==> config.mk <==
export PLATFORM = sky130hd
export DESIGN_NAME = cufs_ctrl
export DESIGN_NICKNAME = d
export VERILOG_FILES = /design/src/hw/rtl/cufs_pkg.sv /design/src/hw/rtl/cufs_ctrl.sv
export SDC_FILE = /design/constraint.sdc
export NUM_CORES = 1
export LEC_CHECK = 0
export BUFFER_PORTS_ARGS = -buffer_cell sky130_fd_sc_hd__buf_2
export CAP_MARGIN = 20
export CORE_AREA = 5 5 42 44
export DETAILED_ROUTE_END_ITERATION = 7
export DIE_AREA = 0 0 47 49
export PLACE_DENSITY = 0.37
export SETUP_SLACK_MARGIN = 0.2
export SYNTH_ARGS = -nofsm -noshare
export SYNTH_HDL_FRONTEND = slang
export SYNTH_SLANG_ARGS = --single-unit
export TNS_END_PERCENT = 20
==> constraint.sdc <==
create_clock -name aclk -period 1.4 [get_ports aclk]
set_clock_uncertainty 0.15 [all_clocks]
set_input_delay 0.14 -clock aclk [delete_from_list [all_inputs] [get_ports aclk]]
set_output_delay 0.14 -clock aclk [all_outputs]
set_load 0.005 [all_outputs]
==> src/hw/rtl/cufs_pkg.sv <==
// ----------------------------------------------------------------------------
// cufs_pkg: shared constants and types for the cyclic UTF-8 frame store
// Widths, action codes and controller/datapath interface structs.
// ----------------------------------------------------------------------------
package cufs_pkg;

    localparam int STORE_DEPTH = 256;
    localparam int IDX_W       = (STORE_DEPTH > 1) ? $clog2(STORE_DEPTH) : 1;
    localparam int CNT_W       = $clog2(STORE_DEPTH + 1);
    localparam int CP_W        = 21;

    localparam logic [CP_W-1:0] CP_MAX = 21'h10FFFF;

    localparam logic [1:0] ACT_LOAD    = 2'd0;
    localparam logic [1:0] ACT_GET     = 2'd1;
    localparam logic [1:0] ACT_RESTART = 2'd2;

    // controller -> datapath
    typedef struct packed {
        logic load;     // feed input byte to the decoder
        logic restart;  // empty store, rewind index, clear decoder
        logic fetch;    // read code point at current index
        logic advance;  // step index cyclically
        logic first;    // rewind byte counter
        logic emit;     // load next encoded byte into output register
    } cufs_cmd_t;

    // datapath -> controller
    typedef struct packed {
        logic count_zero;
        logic len_zero;
        logic byte_last;
        logic out_free;
    } cufs_status_t;

endpackage

==> src/hw/rtl/cufs_ctrl.sv <==
// ----------------------------------------------------------------------------
// cufs_ctrl: controller for the cyclic UTF-8 frame store
// Takes input transactions and sequences the read and byte-emit steps.
// ----------------------------------------------------------------------------
module cufs_ctrl (
    input  logic                  aclk,
    input  logic                  aresetn,
    input  logic                  s_valid,
    output logic                  s_ready,
    input  logic [1:0]            s_action,
    input  cufs_pkg::cufs_status_t status,
    output cufs_pkg::cufs_cmd_t    cmd
);
    import cufs_pkg::*;

    localparam logic [1:0] ST_IDLE  = 2'd0;
    localparam logic [1:0] ST_FETCH = 2'd1;
    localparam logic [1:0] ST_EMIT  = 2'd2;

    logic [1:0] state_reg, state_next;
    logic       s_fire;

    assign s_ready = (state_reg == ST_IDLE);
    assign s_fire  = s_valid && s_ready;

    always_comb begin
        state_next = state_reg;
        cmd        = '0;
        unique case (state_reg)
            ST_IDLE: begin
                if (s_fire) begin
                    if (s_action == ACT_LOAD) begin
                        cmd.load = 1'b1;
                    end else if (s_action == ACT_RESTART) begin
                        cmd.restart = 1'b1;
                    end else if (s_action == ACT_GET && !status.count_zero) begin
                        cmd.fetch  = 1'b1;
                        state_next = ST_FETCH;
                    end
                end
            end
            ST_FETCH: begin
                // code point above the Unicode range: skip it, no bytes
                if (status.len_zero) begin
                    cmd.advance = 1'b1;
                    state_next  = ST_IDLE;
                end else begin
                    cmd.first  = 1'b1;
                    state_next = ST_EMIT;
                end
            end
            ST_EMIT: begin
                if (status.out_free) begin
                    cmd.emit = 1'b1;
                    if (status.byte_last) begin
                        cmd.advance = 1'b1;
                        state_next  = ST_IDLE;
                    end
                end
            end
            default: begin
                state_next = ST_IDLE;
            end
        endcase
    end

    always_ff @(posedge aclk) begin
        if (!aresetn) begin
            state_reg <= ST_IDLE;
        end else begin
            state_reg <= state_next;
        end
    end

endmodule

Word level (Yosys, flattened, before mapping). Cells that the tools add are included.

Eq/ne operators: 10. Muxes and demuxes: 23. Reductions and logical operators: 6.

Operator list (number): two-way mux 2 bit (8); two-way mux 1 bit (11); inequality test 2 bit, second input constant (4); two-way mux 3 bit (2); one-hot mux 2 bit (3 select lines) (1); AND reduction 6 bit (1); equality test 2 x 1 -> 1 bit, second input constant (2); equality test 2 bit, second input constant (2); logical NOT 2 bit (2); inequality test 2 x 1 -> 1 bit, second input constant (2); logical AND 1 bit (2); one-hot mux 1 bit (2 select lines) (1); logical NOT 1 bit (1).

Register bits: 2. Bits of input ports: 9. Output and inout port bits: 7. Logic and storage cells: 40.

Logic depth before layout (Yosys ltp).
Word-level depth: 7. Depth in mapped cells: 5. Mapped depth without buffers: 5.

Least setup slack after synthesis. Ideal clock, no wire load.

Kind: register to output. Start: register state_reg[0]. End: output port cmd[5] (netlist name). Arrival: 1022 ps. Required time: 1110 ps. Path slack: 88 ps. Cell stages (with the launch flop): 5. Buffers on the path: 0. Cells stage by stage: dfxtp_1 inv_1 ha_1 inv_1 nor4b_1.

RTL lines: start: declaration (line cufs_ctrl.sv:20) `logic [1:0] state_reg, state_next;`; start signal: assignment (line cufs_ctrl.sv:71) `state_reg <= state_next;`; end: declaration (line cufs_ctrl.sv:12) `output cufs_pkg::cufs_cmd_t cmd`.

==> summary by stage <==
Setup path
The reg-to-reg endpoint is state_reg[1]$_SDFFE_PN0P_. The largest single stage delay on the critical path is ~340 ps. The worst reg-to-reg setup slack is 120 ps. The reg-to-reg critical path startpoint is state_reg[1]$_SDFFE_PN0P_. The nature of the critical path startpoint is a flop.

The critical path contains buffers and inverters numbering 2 combined. The largest fanout on the critical path is 3. The cell type group with the largest total delay on the critical path is flip-flops. The class of the most critical setup path is reg2out. STA classifies the critical path endpoint as an output port. At the worst endpoint, the arrival time is around 1200 ps. The data required time at the worst endpoint is 1110 ps. Walking the worst path, the cells encountered are inv_4, ha_4, and2_4, a22oi_2, nor2b_1, buf_2. For the worst flop-to-flop path, the logic depth is 5. The slowest library cell on the worst path is sky130_fd_sc_hd__dfxtp_2.

Place
At the end of routability-driven placement, the weighted congestion stood at roughly 0.68. The number of port buffers is 15. The placed cell count is 55. The detailed placer's ending HPWL is ~550 um.

Floorplanning
The number of placed I/O pins is 16. For this configuration, the core starts out at a cell density of 0.1545. The height of the die is around 49 um. The core region is roughly 1400 um^2.

The floorplan step defined a die boundary enclosing approximately 2300 um^2. The standard-cell row count is 14. The die extent in x is approximately 47 um.

Cells and area
The number of flip-flops in the largest register is 2. The commonest non-fill, non-tap cell in the layout is sky130_fd_sc_hd__buf_2. The top cell types in the final layout, fill and taps aside, are 14 x sky130_fd_sc_hd__buf_2, 3 x sky130_fd_sc_hd__nand2_1, 3 x sky130_fd_sc_hd__clkbuf_4.

The ratio of cells with drive above 1 in the final layout is 0.7442. The number of standard cells in the layout, taps in and fillers out is 59. The total number of nets in the final design is 57. Compared with the post-synthesis result, the final layout area differs by 84.39%.

0 antenna diodes ended up in the layout. Counting the fill cells in the layout gives about 170.

Status
The flow ran to the end, but the final reports show violations. The checks that failed: negative setup slack.

Routing
The mean number of vias per cell is 4.186. The number of antenna-violating nets in the routed design is 0. Wires add up to about 710 um. The count of unresolved DRC violations after routing is 0. The number of search-and-repair iterations in the first detailed-routing pass is 2. After detailed routing, the average wire length per cell comes to around 12 um. The count of routing violations after the opening detailed-route iteration is 1. The detailed-route via count is between 200 and 250.

Synth
The number of warnings issued by yosys is 0. The netlist uses 16 different library cells. The share of synthesized area in the top cell type comes to 0.1850. The average instance in the mapped netlist occupies around 9 um^2. Synthesis produced a netlist with a net count of 36.

The synthesized design contains 2 register bits. Synthesis produced a netlist whose cell count is 24. The share of synthesized area occupied by flip-flops and latches is 0.1850.

The mapped netlist covers 216.5 um^2. Sorting the synthesized cells by area gives the leading types as sky130_fd_sc_hd__dfxtp_1 18%, sky130_fd_sc_hd__ha_1 17%, sky130_fd_sc_hd__nand4bb_4 13%. The biggest area contributor in the post-synthesis netlist is sky130_fd_sc_hd__dfxtp_1.

STA
The number of endpoints failing setup at the final stage is 3. The final worst slack is -77.12 ps. The total negative setup slack is -125.2 ps. Of the available clock period, the critical path in the final layout requires 1.055. The count of endpoints failing hold in the final timing report is 0. The final-report max-slew violation count is 0. Setup repair after global routing could not meet its margin everywhere. For the pin with the worst max-slew slack, the measured transition is approximately 180 ps. The remaining max-slew budget at the tightest pin is 0.8771. The time the final worst path needs with I/O delays and setup is 1477 ps.

The achievable clock frequency is ~0.68 GHz.

Min path
The number of cells on the worst hold path is 3. The sink of the worst hold path is state_reg[1]$_SDFFE_PN0P_. The worst hold path class is in2reg. The start point of the worst min-delay path is aresetn.

Pwr
The reported leakage power is 0.1839 nW. The overall power after layout is ~0.24 mW. Dividing total power by cell area gives a power density of 588.8 nW/um^2. The maximum vdd drop is about 400 uV.

Global route
The via count of the first global-routing pass is 270. The pin count of the biggest net entering global routing is 4. The number of antenna violations at the first check in global routing came to 0. The total congestion overflow after global routing is 0. The wire length of the first global-routing pass is between 1000 and 1500 um. Across every metal layer, demand over resource in global routing totals 0.07314.

Clock tree
The number of clock buffers added by TritonCTS is 3. Clock latency on the worst-skew pair, taken at its later pin, is ~220 ps. Clock tree synthesis selected as its root buffer the cell sky130_fd_sc_hd__clkbuf_4.

The H-tree depth is 1. After clock tree synthesis, the clock-pin slew on the worst setup and hold paths is 30 ps. The clock tree from TritonCTS is done. The longest clock path from root to sink contains 2 buffers. The total number of clock tree sinks is 2.

Job
The reported max-cap violation count is 0.
## cells by family (layout without fill, tap and decap cells)
kind of cell,Yosys count,count (layout),synth area share
compound gates,5,5,0.1965
flops,2,2,0.1850
simple gates,10,10,0.3468
fa+ha+maj,3,3,0.1734
buf+inv,3,22,0.05202
mux,1,1,0.04624
## area by class of cell
class                           instances  area, um^2  area share
Tap cell                               16       20.02     0.05016
Sequential cell                         2       42.54      0.1066
Timing Repair Buffer                   16       88.84      0.2226
Inverter                                3       13.76     0.03448
Clock buffer                            3       22.52     0.05643
Multi-Input combinational cell         19       211.5      0.5298
## routing by layer
metal / vias to the layer above / GRT usage / share of wire
met1: 114 / 0.05252 / 0.35
met3: 2 / 0.03321 / 0.056
li1: 123 / - / -
met5: - / 0 / 0
met2: 8 / 0.1335 / 0.58
met4: 0 / 0.05530 / 0.011
## power breakdown
| group | internal (mW) | switching [mW] | total (mW) |
|---|---|---|---|
| Clock | 0.0943 | 0.0296 | 0.124 |
| Combinational | 0.0270 | 0.0240 | 0.0511 |
| Sequential | 0.0588 | 0.00126 | 0.0601 |
| Total | 0.180 | 0.0548 | 0.235 |
## tightest hold or removal path: cells and delay by family
kind,cells,cell delay (ps)
buffers and inverters,1,120
and+or+nand+nor,1,50
muxes,1,50
## through the flow
step / hold slack (ps) / util / worst slack (ps) / instance area (um^2)
4_1_cts: 33.35 / 0.2848 / -110.6 / 399.1
5_1_grt: 52.16 / 0.2848 / -151.6 / 399.1
2_1_floorplan: 116.0 / - / 198.9 / 244.0
3_5_place_dp: 268.8 / 0.2420 / 56.82 / 339.1
3_3_place_gp: 277.6 / 0.2420 / 67.11 / 339.1
6_report: 44.50 / 0.2848 / -77.12 / 399.1
## synth_stat cells, drive strengths merged
cell	count
and2	1
nor2	1
nor4b	1
dfxtp	2
nor3	1
o211a	1
mux2i	1
a21boi	1
ha	3
inv	3
a22oi	1
nor2b	2
nand2	3
nand4bb	1
o21ai	1
a21oi	1
## worst max-delay path by stage
stage                              startpoint     end  slack, ps  depth (start not counted)
finish              state_reg[0]$_SDFFE_PN0P_  cmd[2]        -80                          6
global route        state_reg[0]$_SDFFE_PN0P_  cmd[2]       -150                          6
CTS                 state_reg[0]$_SDFFE_PN0P_  cmd[2]       -110                          6
detailed placement  state_reg[1]$_SDFFE_PN0P_  cmd[5]         60                          5
global placement    state_reg[0]$_SDFFE_PN0P_  cmd[2]         70                          6
floorplan           state_reg[1]$_SDFFE_PN0P_  cmd[5]        200                          4
## repair_timing
item                       CTS  global route
resized for setup            9             0
hold buffers                 0             0
pin swaps                    5             3
buffers inserted             1             0
hold endpoints to repair     0             0
setup endpoints to repair    9             9
(Power assumes the default switching activity.)
